`src/sv/dhcp_reply_parser_assert.svh`:
```
// Assertion macros for the DHCP reply parser RTL.
// No dependencies; included by files that carry concurrent checks.
`ifndef DHCP_REPLY_PARSER_ASSERT_SVH
`define DHCP_REPLY_PARSER_ASSERT_SVH

`ifndef NO_ASSERTIONS
// Same-cycle implication, disabled during reset
`define DRP_ASSERT_IMP(lbl, clk, rstn, ante, cons) \
    lbl: assert property (@(posedge clk) disable iff (!(rstn)) (ante) |-> (cons)) \
        else $error("dhcp reply parser check failed");
// Next-cycle implication, disabled during reset
`define DRP_ASSERT_NXT(lbl, clk, rstn, ante, cons) \
    lbl: assert property (@(posedge clk) disable iff (!(rstn)) (ante) |=> (cons)) \
        else $error("dhcp reply parser check failed");
`else
`define DRP_ASSERT_IMP(lbl, clk, rstn, ante, cons)
`define DRP_ASSERT_NXT(lbl, clk, rstn, ante, cons)
`endif

`endif

```
`src/sv/dhcprp_pkg.sv`:
```
// Package for the DHCP reply parser: result type, option codes, slot decode.
// No dependencies.
`default_nettype none

package dhcprp_pkg;

    // Fixed packet layout
    localparam int unsigned OPTIONS_START = 240;
    localparam int unsigned ID_FIRST      = 4;
    localparam int unsigned ID_LAST       = 7;
    localparam int unsigned YIADDR_FIRST  = 16;
    localparam int unsigned YIADDR_LAST   = 19;
    localparam int unsigned SIADDR_FIRST  = 20;
    localparam int unsigned SIADDR_LAST   = 23;

    // Option codes
    localparam logic [7:0] OPT_PAD       = 8'd0;
    localparam logic [7:0] OPT_SUBNET    = 8'd1;
    localparam logic [7:0] OPT_ROUTER    = 8'd3;
    localparam logic [7:0] OPT_DNS       = 8'd6;
    localparam logic [7:0] OPT_BROADCAST = 8'd28;
    localparam logic [7:0] OPT_LEASE     = 8'd51;
    localparam logic [7:0] OPT_MSG_TYPE  = 8'd53;
    localparam logic [7:0] OPT_RENEW     = 8'd58;
    localparam logic [7:0] OPT_REBIND    = 8'd59;
    localparam logic [7:0] OPT_END       = 8'd255;

    // Message types and follow-up actions
    localparam logic [7:0] MSG_OFFER = 8'd2;
    localparam logic [7:0] MSG_ACK   = 8'd5;
    localparam logic [7:0] MSG_NONE  = 8'd255;

    localparam logic [1:0] ACT_NONE    = 2'd0;
    localparam logic [1:0] ACT_REQUEST = 2'd1;
    localparam logic [1:0] ACT_INSTALL = 2'd2;

    // Storage slots for 32-bit option words
    localparam int unsigned OPT_SLOTS = 7;
    localparam logic [3:0] SLOT_LEASE     = 4'd0;
    localparam logic [3:0] SLOT_RENEW     = 4'd1;
    localparam logic [3:0] SLOT_REBIND    = 4'd2;
    localparam logic [3:0] SLOT_SUBNET    = 4'd3;
    localparam logic [3:0] SLOT_ROUTER    = 4'd4;
    localparam logic [3:0] SLOT_DNS       = 4'd5;
    localparam logic [3:0] SLOT_BROADCAST = 4'd6;
    localparam logic [3:0] SLOT_TYPE      = 4'd7;
    localparam logic [3:0] SLOT_NONE      = 4'd8;

    typedef logic [31:0] t_word;

    // One parse result
    typedef struct packed {
        logic       id_match;
        logic [7:0] message_type;
        logic [1:0] next_action;
        t_word      offered_address;
        t_word      server_address;
        t_word      lease_time;
        t_word      renew_time;
        t_word      rebind_time;
        t_word      subnet_mask;
        t_word      router_address;
        t_word      dns_address;
        t_word      broadcast_address;
    } t_result;

    // Map an option code to its storage slot
    function automatic logic [3:0] slot_of(input logic [7:0] code);
        logic [3:0] slot;
        unique case (code)
            OPT_LEASE:     slot = SLOT_LEASE;
            OPT_RENEW:     slot = SLOT_RENEW;
            OPT_REBIND:    slot = SLOT_REBIND;
            OPT_SUBNET:    slot = SLOT_SUBNET;
            OPT_ROUTER:    slot = SLOT_ROUTER;
            OPT_DNS:       slot = SLOT_DNS;
            OPT_BROADCAST: slot = SLOT_BROADCAST;
            OPT_MSG_TYPE:  slot = SLOT_TYPE;
            default:       slot = SLOT_NONE;
        endcase
        return slot;
    endfunction

endpackage

`default_nettype wire

```
`src/sv/dhcprp_in_if.sv`:
```
// Byte input channel of the DHCP reply parser.
// No dependencies.
`default_nettype none

interface dhcprp_in_if;
    logic       valid;
    logic       ready;
    logic [7:0] data_byte;
    logic       last_byte;

    modport source (output valid, output data_byte, output last_byte, input ready);
    modport sink   (input valid, input data_byte, input last_byte, output ready);
endinterface

`default_nettype wire

```
`src/sv/dhcprp_cfg_if.sv`:
```
// Configuration write channel: pending transaction id.
// No dependencies.
`default_nettype none

interface dhcprp_cfg_if;
    logic        valid;
    logic        ready;
    logic [31:0] pending_transaction;

    modport source (output valid, output pending_transaction, input ready);
    modport sink   (input valid, input pending_transaction, output ready);
endinterface

`default_nettype wire

```
`src/sv/dhcprp_out_if.sv`:
```
// Result channel of the DHCP reply parser.
// No dependencies.
`default_nettype none

interface dhcprp_out_if;
    logic        valid;
    logic        ready;
    logic        id_match;
    logic [7:0]  message_type;
    logic [1:0]  next_action;
    logic [31:0] offered_address;
    logic [31:0] server_address;
    logic [31:0] lease_time;
    logic [31:0] renew_time;
    logic [31:0] rebind_time;
    logic [31:0] subnet_mask;
    logic [31:0] router_address;
    logic [31:0] dns_address;
    logic [31:0] broadcast_address;

    modport source (
        output valid, output id_match, output message_type, output next_action,
        output offered_address, output server_address, output lease_time,
        output renew_time, output rebind_time, output subnet_mask,
        output router_address, output dns_address, output broadcast_address,
        input ready
    );
    modport sink (
        input valid, input id_match, input message_type, input next_action,
        input offered_address, input server_address, input lease_time,
        input renew_time, input rebind_time, input subnet_mask,
        input router_address, input dns_address, input broadcast_address,
        output ready
    );
endinterface

`default_nettype wire

```
`src/sv/dhcprp_core.sv`:
```
// Per-byte parse state of the DHCP reply parser: header capture and option walk.
// Depends on dhcprp_pkg.
`default_nettype none

module dhcprp_core #(
    parameter int unsigned MAX_PACKET_BYTES = 2048
) (
    input  wire                     i_clk,
    input  wire                     i_rst_n,
    input  wire                     i_step,
    input  wire  [7:0]              i_byte,
    input  wire                     i_last,
    input  wire  [31:0]             i_pending,
    output logic                    o_load,
    output dhcprp_pkg::t_result     o_result
);

    // Offset saturates at the packet limit; nothing past it matters
    localparam int unsigned OFF_W = $clog2(MAX_PACKET_BYTES + 1);
    localparam logic [OFF_W-1:0] OFF_MAX = OFF_W'(MAX_PACKET_BYTES);

    typedef enum logic [1:0] {
        PH_HEADER,
        PH_CODE,
        PH_LENGTH,
        PH_VALUE
    } t_phase;

    t_phase             r_phase, n_phase, ph_eff;
    logic [OFF_W-1:0]   r_off, n_off;
    logic [7:0]         r_code, n_code;
    logic [7:0]         r_rem, n_rem;
    logic [2:0]         r_idx, n_idx;
    dhcprp_pkg::t_word  r_shift, n_shift;
    dhcprp_pkg::t_word  r_id, n_id;
    dhcprp_pkg::t_word  r_yiaddr, n_yiaddr;
    dhcprp_pkg::t_word  r_siaddr, n_siaddr;
    logic [7:0]         r_type, n_type;
    logic               r_ended, n_ended;
    dhcprp_pkg::t_word  r_words [dhcprp_pkg::OPT_SLOTS];
    dhcprp_pkg::t_word  n_words [dhcprp_pkg::OPT_SLOTS];
    logic               commit;
    logic [3:0]         slot;
    logic               match;

    // Next parse state for one byte
    always_comb begin
        n_phase  = r_phase;
        n_off    = r_off;
        n_code   = r_code;
        n_rem    = r_rem;
        n_idx    = r_idx;
        n_shift  = r_shift;
        n_id     = r_id;
        n_yiaddr = r_yiaddr;
        n_siaddr = r_siaddr;
        n_type   = r_type;
        n_ended  = r_ended;
        n_words  = r_words;
        commit   = 1'b0;
        slot     = dhcprp_pkg::slot_of(r_code);
        ph_eff   = r_phase;
        if (r_phase == PH_HEADER && r_off >= OFF_W'(dhcprp_pkg::OPTIONS_START)) begin
            ph_eff = PH_CODE;
        end
        if (i_step) begin
            if (!r_ended && r_off < OFF_MAX) begin
                n_phase = ph_eff;
                unique case (ph_eff)
                    PH_HEADER: begin
                        if (r_off >= OFF_W'(dhcprp_pkg::ID_FIRST) &&
                            r_off <= OFF_W'(dhcprp_pkg::ID_LAST)) begin
                            n_id = {r_id[23:0], i_byte};
                        end else if (r_off >= OFF_W'(dhcprp_pkg::YIADDR_FIRST) &&
                                     r_off <= OFF_W'(dhcprp_pkg::YIADDR_LAST)) begin
                            n_yiaddr = {r_yiaddr[23:0], i_byte};
                        end else if (r_off >= OFF_W'(dhcprp_pkg::SIADDR_FIRST) &&
                                     r_off <= OFF_W'(dhcprp_pkg::SIADDR_LAST)) begin
                            n_siaddr = {r_siaddr[23:0], i_byte};
                        end
                    end
                    PH_CODE: begin
                        if (i_byte == dhcprp_pkg::OPT_END) begin
                            n_ended = 1'b1;
                        end else if (i_byte != dhcprp_pkg::OPT_PAD) begin
                            n_code  = i_byte;
                            n_phase = PH_LENGTH;
                        end
                    end
                    PH_LENGTH: begin
                        n_rem   = i_byte;
                        n_idx   = 3'd0;
                        n_shift = '0;
                        if (i_byte == 8'd0) begin
                            commit  = 1'b1;
                            n_phase = PH_CODE;
                        end else begin
                            n_phase = PH_VALUE;
                        end
                    end
                    PH_VALUE: begin
                        // Keep only the first four value bytes, left-aligned
                        if (!r_idx[2]) begin
                            n_shift[{~r_idx[1:0], 3'b000} +: 8] = i_byte;
                            n_idx  = r_idx + 3'd1;
                            commit = 1'b1;
                        end
                        n_rem = r_rem - 8'd1;
                        if (n_rem == 8'd0) begin
                            n_phase = PH_CODE;
                        end
                    end
                    default: n_phase = ph_eff;
                endcase
                // Store the value under way into its slot
                if (commit) begin
                    if (slot == dhcprp_pkg::SLOT_TYPE) begin
                        n_type = n_shift[31:24];
                    end else if (slot < dhcprp_pkg::SLOT_TYPE) begin
                        n_words[slot[2:0]] = n_shift;
                    end
                end
            end
            if (r_off != OFF_MAX) begin
                n_off = r_off + 1'b1;
            end
        end
    end

    // Result from the state after this byte
    assign match  = (n_id == i_pending);
    assign o_load = i_step && i_last;

    always_comb begin
        o_result.id_match          = match;
        o_result.message_type      = n_type;
        if (match && n_type == dhcprp_pkg::MSG_OFFER) begin
            o_result.next_action = dhcprp_pkg::ACT_REQUEST;
        end else if (match && n_type == dhcprp_pkg::MSG_ACK) begin
            o_result.next_action = dhcprp_pkg::ACT_INSTALL;
        end else begin
            o_result.next_action = dhcprp_pkg::ACT_NONE;
        end
        o_result.offered_address   = n_yiaddr;
        o_result.server_address    = n_siaddr;
        o_result.lease_time        = n_words[dhcprp_pkg::SLOT_LEASE[2:0]];
        o_result.renew_time        = n_words[dhcprp_pkg::SLOT_RENEW[2:0]];
        o_result.rebind_time       = n_words[dhcprp_pkg::SLOT_REBIND[2:0]];
        o_result.subnet_mask       = n_words[dhcprp_pkg::SLOT_SUBNET[2:0]];
        o_result.router_address    = n_words[dhcprp_pkg::SLOT_ROUTER[2:0]];
        o_result.dns_address       = n_words[dhcprp_pkg::SLOT_DNS[2:0]];
        o_result.broadcast_address = n_words[dhcprp_pkg::SLOT_BROADCAST[2:0]];
    end

    // Parse state; cleared by reset and after the last byte of a packet
    always_ff @(posedge i_clk) begin
        if (!i_rst_n || o_load) begin
            r_phase  <= PH_HEADER;
            r_off    <= '0;
            r_code   <= '0;
            r_rem    <= '0;
            r_idx    <= '0;
            r_shift  <= '0;
            r_id     <= '0;
            r_yiaddr <= '0;
            r_siaddr <= '0;
            r_type   <= dhcprp_pkg::MSG_NONE;
            r_ended  <= 1'b0;
            for (int k = 0; k < dhcprp_pkg::OPT_SLOTS; k++) begin
                r_words[k] <= '0;
            end
        end else begin
            r_phase  <= n_phase;
            r_off    <= n_off;
            r_code   <= n_code;
            r_rem    <= n_rem;
            r_idx    <= n_idx;
            r_shift  <= n_shift;
            r_id     <= n_id;
            r_yiaddr <= n_yiaddr;
            r_siaddr <= n_siaddr;
            r_type   <= n_type;
            r_ended  <= n_ended;
            r_words  <= n_words;
        end
    end

endmodule

`default_nettype wire

```
`src/sv/dhcprp_out_reg.sv`:
```
// Result register of the DHCP reply parser; holds one result until taken.
// Depends on dhcprp_pkg and dhcprp_out_if.
`default_nettype none

module dhcprp_out_reg (
    input  wire                  i_clk,
    input  wire                  i_rst_n,
    input  wire                  i_load,
    input  dhcprp_pkg::t_result  i_result,
    output logic                 o_free,
    dhcprp_out_if.source         o_res
);

    logic                r_valid;
    dhcprp_pkg::t_result r_res;

    // Room for a new result this cycle
    assign o_free = !r_valid || o_res.ready;

    // Valid flag
    always_ff @(posedge i_clk) begin
        if (!i_rst_n) begin
            r_valid <= 1'b0;
        end else if (i_load) begin
            r_valid <= 1'b1;
        end else if (o_res.ready) begin
            r_valid <= 1'b0;
        end
    end

    // Payload
    always_ff @(posedge i_clk) begin
        if (i_load) begin
            r_res <= i_result;
        end
    end

    assign o_res.valid             = r_valid;
    assign o_res.id_match          = r_res.id_match;
    assign o_res.message_type      = r_res.message_type;
    assign o_res.next_action       = r_res.next_action;
    assign o_res.offered_address   = r_res.offered_address;
    assign o_res.server_address    = r_res.server_address;
    assign o_res.lease_time        = r_res.lease_time;
    assign o_res.renew_time        = r_res.renew_time;
    assign o_res.rebind_time       = r_res.rebind_time;
    assign o_res.subnet_mask       = r_res.subnet_mask;
    assign o_res.router_address    = r_res.router_address;
    assign o_res.dns_address       = r_res.dns_address;
    assign o_res.broadcast_address = r_res.broadcast_address;

endmodule

`default_nettype wire

```
`src/sv/dhcp_reply_parser.sv`:
```
// Top level of the DHCP reply parser: input register, config register, wiring.
// Depends on dhcprp_pkg, the channel interfaces, dhcprp_core, dhcprp_out_reg.
//
//   channel  dir  width  transaction
//   i_in     in   8+1    one payload byte, last_byte marks the packet end
//   i_cfg    in   32     pending transaction id write, always ready
//   o_res    out  299    one parse result per packet
//
// One byte per cycle unless a last byte waits on the result register; a byte
// passes the input register, then the parse logic feeding the result register.
// Reset clears the parse state; it is also cleared after each last byte.
// A stalled result holds only a last byte in the input register; other
// bytes keep flowing while the result waits.
`default_nettype none

`include "dhcp_reply_parser_assert.svh"

module dhcp_reply_parser #(
    parameter int unsigned MAX_PACKET_BYTES = 2048
) (
    input  wire          i_clk,
    input  wire          i_rst_n,
    dhcprp_in_if.sink    i_in,
    dhcprp_cfg_if.sink   i_cfg,
    dhcprp_out_if.source o_res
);

    logic                r_in_valid;
    logic [7:0]          r_byte;
    logic                r_last;
    logic [31:0]         r_pending;
    logic                advance;
    logic                out_free;
    logic                core_load;
    dhcprp_pkg::t_result core_result;
    logic                in_held;
    logic                res_acting;

    // Configuration register
    assign i_cfg.ready = 1'b1;

    always_ff @(posedge i_clk) begin
        if (!i_rst_n) begin
            r_pending <= '0;
        end else if (i_cfg.valid) begin
            r_pending <= i_cfg.pending_transaction;
        end
    end

    // Input register; only a last byte waits on the result register
    assign advance    = r_in_valid && (!r_last || out_free);
    assign i_in.ready = !r_in_valid || advance;

    always_ff @(posedge i_clk) begin
        if (!i_rst_n) begin
            r_in_valid <= 1'b0;
        end else if (i_in.ready) begin
            r_in_valid <= i_in.valid;
        end
    end

    always_ff @(posedge i_clk) begin
        if (i_in.valid && i_in.ready) begin
            r_byte <= i_in.data_byte;
            r_last <= i_in.last_byte;
        end
    end

    dhcprp_core #(
        .MAX_PACKET_BYTES (MAX_PACKET_BYTES)
    ) u_core (
        .i_clk     (i_clk),
        .i_rst_n   (i_rst_n),
        .i_step    (advance),
        .i_byte    (r_byte),
        .i_last    (r_last),
        .i_pending (r_pending),
        .o_load    (core_load),
        .o_result  (core_result)
    );

    dhcprp_out_reg u_out (
        .i_clk    (i_clk),
        .i_rst_n  (i_rst_n),
        .i_load   (core_load),
        .i_result (core_result),
        .o_free   (out_free),
        .o_res    (o_res)
    );

    // Checks
    assign in_held    = r_in_valid && !advance;
    assign res_acting = o_res.valid && (o_res.next_action != dhcprp_pkg::ACT_NONE);

    `DRP_ASSERT_IMP(a_load_room, i_clk, i_rst_n, core_load, out_free)
    `DRP_ASSERT_NXT(a_in_hold, i_clk, i_rst_n, in_held, r_in_valid && $stable({r_byte, r_last}))
    `DRP_ASSERT_NXT(a_out_set, i_clk, i_rst_n, core_load, o_res.valid)
    `DRP_ASSERT_IMP(a_action_match, i_clk, i_rst_n, res_acting, o_res.id_match)

endmodule

`default_nettype wire

```
`src/flat_wrapper.sv`:
```
// flat-port wrapper written by rule: the top's interface ports become plain ports
module dhcp_reply_parser_flat 
#(
    parameter int unsigned MAX_PACKET_BYTES = 2048
)
  (i_clk, i_rst_n, i_in_valid, i_in_data_byte, i_in_last_byte, i_in_ready, i_cfg_valid, i_cfg_pending_transaction, i_cfg_ready, o_res_valid, o_res_id_match, o_res_message_type, o_res_next_action, o_res_offered_address, o_res_server_address, o_res_lease_time, o_res_renew_time, o_res_rebind_time, o_res_subnet_mask, o_res_router_address, o_res_dns_address, o_res_broadcast_address, o_res_ready);
  dhcprp_in_if i_in_i ();
  dhcprp_cfg_if i_cfg_i ();
  dhcprp_out_if o_res_i ();
  input  wire i_clk;
  input  wire i_rst_n;
  input wire logic [$bits(i_in_i.valid)-1:0] i_in_valid;
  input wire logic [$bits(i_in_i.data_byte)-1:0] i_in_data_byte;
  input wire logic [$bits(i_in_i.last_byte)-1:0] i_in_last_byte;
  output wire logic [$bits(i_in_i.ready)-1:0] i_in_ready;
  input wire logic [$bits(i_cfg_i.valid)-1:0] i_cfg_valid;
  input wire logic [$bits(i_cfg_i.pending_transaction)-1:0] i_cfg_pending_transaction;
  output wire logic [$bits(i_cfg_i.ready)-1:0] i_cfg_ready;
  output wire logic [$bits(o_res_i.valid)-1:0] o_res_valid;
  output wire logic [$bits(o_res_i.id_match)-1:0] o_res_id_match;
  output wire logic [$bits(o_res_i.message_type)-1:0] o_res_message_type;
  output wire logic [$bits(o_res_i.next_action)-1:0] o_res_next_action;
  output wire logic [$bits(o_res_i.offered_address)-1:0] o_res_offered_address;
  output wire logic [$bits(o_res_i.server_address)-1:0] o_res_server_address;
  output wire logic [$bits(o_res_i.lease_time)-1:0] o_res_lease_time;
  output wire logic [$bits(o_res_i.renew_time)-1:0] o_res_renew_time;
  output wire logic [$bits(o_res_i.rebind_time)-1:0] o_res_rebind_time;
  output wire logic [$bits(o_res_i.subnet_mask)-1:0] o_res_subnet_mask;
  output wire logic [$bits(o_res_i.router_address)-1:0] o_res_router_address;
  output wire logic [$bits(o_res_i.dns_address)-1:0] o_res_dns_address;
  output wire logic [$bits(o_res_i.broadcast_address)-1:0] o_res_broadcast_address;
  input wire logic [$bits(o_res_i.ready)-1:0] o_res_ready;
  assign i_in_i.valid = i_in_valid;
  assign i_in_i.data_byte = i_in_data_byte;
  assign i_in_i.last_byte = i_in_last_byte;
  assign i_in_ready = i_in_i.ready;
  assign i_cfg_i.valid = i_cfg_valid;
  assign i_cfg_i.pending_transaction = i_cfg_pending_transaction;
  assign i_cfg_ready = i_cfg_i.ready;
  assign o_res_valid = o_res_i.valid;
  assign o_res_id_match = o_res_i.id_match;
  assign o_res_message_type = o_res_i.message_type;
  assign o_res_next_action = o_res_i.next_action;
  assign o_res_offered_address = o_res_i.offered_address;
  assign o_res_server_address = o_res_i.server_address;
  assign o_res_lease_time = o_res_i.lease_time;
  assign o_res_renew_time = o_res_i.renew_time;
  assign o_res_rebind_time = o_res_i.rebind_time;
  assign o_res_subnet_mask = o_res_i.subnet_mask;
  assign o_res_router_address = o_res_i.router_address;
  assign o_res_dns_address = o_res_i.dns_address;
  assign o_res_broadcast_address = o_res_i.broadcast_address;
  assign o_res_i.ready = o_res_ready;
  dhcp_reply_parser #(.MAX_PACKET_BYTES(MAX_PACKET_BYTES)) u_core (.i_clk(i_clk), .i_rst_n(i_rst_n), .i_in(i_in_i), .i_cfg(i_cfg_i), .o_res(o_res_i));
endmodule
```
`config.mk`:
```
export PLATFORM = sky130hd
export DESIGN_NAME = dhcp_reply_parser_flat
export DESIGN_NICKNAME = d
export VERILOG_FILES = /design/src/sv/dhcprp_pkg.sv /design/src/sv/dhcprp_in_if.sv /design/src/sv/dhcprp_cfg_if.sv /design/src/sv/dhcprp_out_if.sv /design/src/sv/dhcprp_core.sv /design/src/sv/dhcprp_out_reg.sv /design/src/sv/dhcp_reply_parser.sv /design/src/flat_wrapper.sv
export VERILOG_INCLUDE_DIRS = /design/src /design/src/sv
export SDC_FILE = /design/constraint.sdc
export NUM_CORES = 1
export LEC_CHECK = 0
export BUFFER_PORTS_ARGS = -buffer_cell sky130_fd_sc_hd__buf_2
export CAP_MARGIN = 15
export CORE_ASPECT_RATIO = 0.7
export CORE_MARGIN = 1
export CORE_UTILIZATION = 64
export CTS_BUF_LIST = sky130_fd_sc_hd__clkbuf_8
export DETAILED_ROUTE_END_ITERATION = 8
export PLACE_DENSITY = 0.95
export SLEW_MARGIN = 25
export SYNTH_ARGS = -nofsm -noshare
export SYNTH_HDL_FRONTEND = slang
export SYNTH_HIERARCHICAL = 1
export SYNTH_SLANG_ARGS = --single-unit
```
`constraint.sdc`:
```
create_clock -name i_clk -period 15.91 [get_ports i_clk]
set_input_delay 0.7955 -clock i_clk [delete_from_list [all_inputs] [get_ports i_clk]]
set_output_delay 0.7955 -clock i_clk [all_outputs]
set_load 0.02 [all_outputs]
```
==> key figures <==
Power
  • Peak VDD IR: 0.0939 mV
  • Leak: 12.4 nW
  • Pwr Density: 113 mW/mm^2

Timing
  • RSZ-0062 raised after global routing: false
  • Slew Limit Headroom: 26.5%
  • Sum Neg Setup Slack: 0 ps
  • Hold slack: 294 ps
  • Fmax: 239 MHz
  • Fin crit share: 26.3%
  • Max Slew Vio Count: 0
  • Setup Skew: 44.2 ps
  • Hold Vio Cnt, Final: 0
  • Number of setup violations in the final report: 0
  • Fin crit period: 4190 ps
  • Least-Margin Pin Slew: 1100 ps

Place
  • Post-DP HPWL: 45700 um
  • GPL Wtd Cong: 0.903
  • Input/output buffers: 346
  • Placed inst area: 0.0297 sq mm

GRT
  • GR Layer Usage met1: 44.1%
  • Overflow after GRT: 0
  • Maximum number of pins on one net before global-route repair: 185
  • First-pass GRT wire length: 110000 um
  • Met3 Track Usage GR: 6.87%
  • Gr usage total: 32.4%
  • Initial antenna violation count: 0
  • Vias in the first global route: 19660
  • Most crowded layer after global routing: met2
  • GRT met2 Usage: 50.9%

Setup path
  • Most frequent cell on the critical path: buf_4
  • CP max FO: 96
  • CP Class: register to register
  • Worst-path cell chain: a21boi_0, buf_4, nor3b_2, and2_1, nand3_2, a211oi_4, buf_4, nor2_1, a211oi_1
  • Slowest cell on crit path: and2_1
  • Arr. time, crit path: 4740 ps
  • CP max stage delay: 830 ps
  • CP bufs+invs: 2
  • CP Launch Type: register
  • Data required, critical path: 16470 ps
  • CP Capture Type: register
  • CP top delay family: simple AND/OR/NAND/NOR gates

CTS
  • CTS H-tree depth: 3
  • Post-CTS Hold Fix Bufs: 0
  • CTS tree: built
  • CTS root buf: clkbuf_8
  • Clock Path Buffers: 3
  • Clock slew at reported path FFs: 70 ps
  • Post-CTS setup buffers: 0
  • Num CTS Buffers: 101
  • Clk Latency, worst-skew pair: 680 ps
  • Post-cts resize count: 0
  • Sink Count: 736

Floorplanning
  • CORE AREA: 0.0425 sq mm
  • I/O pin cnt: 348
  • Row count: 63
  • Starting Density: 65.1%
  • Die Area: 0.0441 sq mm
  • Die Height: 176 um
  • Die width: 251 um

Detailed routing
  • Total Wirelength: 73100 um
  • DR iter-0 viols: 2433
  • Vias: 20351
  • DRT Pass-1 Iters: 8
  • DR vias/cell: 6.04
  • Post-route DRC: 0
  • DRT antenna net count: 0
  • Wire length per cell: 21.7 um

Yosys
  • Post-synth cell types: 87
  • Synth Flop Type: dfxtp_1
  • Async set-reset flop share out of synthesis: 0%
  • Mapped cell area: 0.0277 sq mm
  • Synth Register Bits: 736
  • Register area share after synthesis: 64.4%
  • Syn Nets: 2439
  • Post-Synthesis Cells: 2384
  • Post-synth EDFFs: 308
  • Synth warn: 6
  • Syn Area/Cell: 11.6 sq um

Layout
  • Layout cells sized above 1: 22.1%
  • Fin area: 0.0319 sq mm
  • # diodes: 0
  • Nets: 2781
  • Area Growth Syn to Fin: 15.1%

Run
  • Max-cap violations: 0

Min path
  • Worst Hold Class: input port to register

Outcome
  • Outcome: complete, no violations
-- synthesized netlist by cell type (all sizes together), types with 64 or more instances --
cell type    n  area share [%]
dfxtp      428              31
edfxtp     308              33
nand2      224             3.0
a21oi      186             3.4
nor2       183             2.5
and2       164             3.7
a211oi     105             2.9
clkbuf      89             1.2
o21ai       86             1.6
mux2i       73             2.7
buf         68             1.6
mux2        64             2.6
-- layer usage --
metal  vias to the layer above  wire length [um]  part of all wire, %
met4                         0              2690                  3.7
met1                      9787             29600                   40
li1                       9057                 -                    -
met5                         -                 0                    0
met3                       200              7640                   10
met2                      1307             33200                   45
-- cell type report --
| type | instances | area (sq um) |
|---|---|---|
| sequential | 736 | 17800 |
| inverter | 62 | 240 |
| timing repair buffer | 396 | 2120 |
| multi-input combinational | 1429 | 8880 |
| clock inverter | 69 | 415 |
| tap | 552 | 691 |
| fill | 2557 | 10600 |
| clock buffer | 123 | 1690 |
-- worst paths after layout --
kind,from,to,slack [ps],depth (start not counted)
worst max-delay path,u_core/r_last,u_core/u_core/r_words[143],11720,9
worst min-delay path,i_in_data_byte[6],u_core/r_byte[6],290,1
worst max register to register,u_core/r_last,u_core/u_core/r_words[143],11720,9
worst min register to register,u_core/u_core/r_words[168],u_core/u_core/r_words[168],470,2
-- sequential cells by signal (all words and copies together) (netlist names), 2 cells and up --
register and cells:
u_core/u_out/o_res.lease_time 32, u_core/r_byte 8, u_core/u_core/r_words 224, u_core/u_core/r_yiaddr 32
u_core/u_core/r_idx 3, u_core/u_core/r_off 12, u_core/u_core/r_type 8, u_core/u_out/o_res.rebind_time 32
u_core/u_out/o_res.renew_time 32, u_core/u_out/o_res.message_type 8, u_core/u_out/o_res.dns_address 32, u_core/r_pending 32
u_core/u_core/r_shift 32, u_core/u_core/r_code 8, u_core/u_out/o_res.subnet_mask 32, u_core/u_core/r_phase 2
u_core/u_out/o_res.broadcast_address 32, u_core/u_out/o_res.offered_address 32, u_core/u_out/o_res.next_action 2, u_core/u_core/r_id 32
u_core/u_out/o_res.router_address 32, u_core/u_core/r_siaddr 32, u_core/u_out/o_res.server_address 32, u_core/u_core/r_rem 8
-- report_power, final --
group	internal [mW]	total [mW]	switching [mW]
Sequential	1.98	2.00	0.0151
Clock	0.771	1.48	0.707
Combinational	0.0355	0.131	0.0953
-- cells by family after synthesis --
| family | after synthesis | synth area share (%) |
|---|---|---|
| adder cells (fa/ha/maj) | 9 | 0.407 |
| AND/OR/NAND/NOR | 749 | 13.7 |
| flip-flops | 736 | 64.4 |
| other | 1 | 0.0136 |
| buffers and inverters | 219 | 3.65 |
| XOR/XNOR | 55 | 1.74 |
| AO/OA/AOI/OAI | 478 | 10.8 |
| multiplexers | 137 | 5.29 |
-- placed cells by master, fill, tap and decap left out, types with 4 or more instances in the layout --
cell | netlist | layout
nand3_1 | 8 | 8
nand2b_1 | 14 | 14
buf_4 | 13 | 43
nor2b_1 | 46 | 46
a21oi_1 | 185 | 184
or2_1 | 28 | 28
mux2_1 | 15 | 15
edfxtp_1 | 308 | 308
ha_1 | 9 | 9
o21ai_0 | 78 | 77
nor4_1 | 14 | 14
a211oi_1 | 104 | 104
xnor2_1 | 27 | 27
and2_1 | 164 | 163
nand4_1 | 21 | 21
clkinv_2 | 0 | 13
nor2_1 | 180 | 180
a22oi_1 | 60 | 60
mux2_2 | 49 | 49
dfxtp_1 | 428 | 428
xor2_1 | 28 | 28
clkbuf_8 | 0 | 123
nor3_1 | 7 | 7
mux2i_1 | 72 | 72
inv_1 | 61 | 107
a222oi_1 | 4 | 4
buf_2 | 43 | 348
bufinv_16 | 0 | 4
o22ai_1 | 8 | 8
o21ai_1 | 7 | 8
or3_1 | 6 | 6
nand2_1 | 223 | 222
-- metrics by stage --
stage	std cells	setup slack, ps	total power [mW]	utilization (%)
5_1_grt	3367	11450	3.71	75.0
3_5_place_dp	3171	11000	2.16	69.9
2_1_floorplan	2384	7990	2.12	-
3_3_place_gp	3167	11240	2.16	69.9
4_1_cts	3363	11510	3.61	74.9
6_report	3367	11720	3.60	75.0
(Power assumes the default switching activity.)
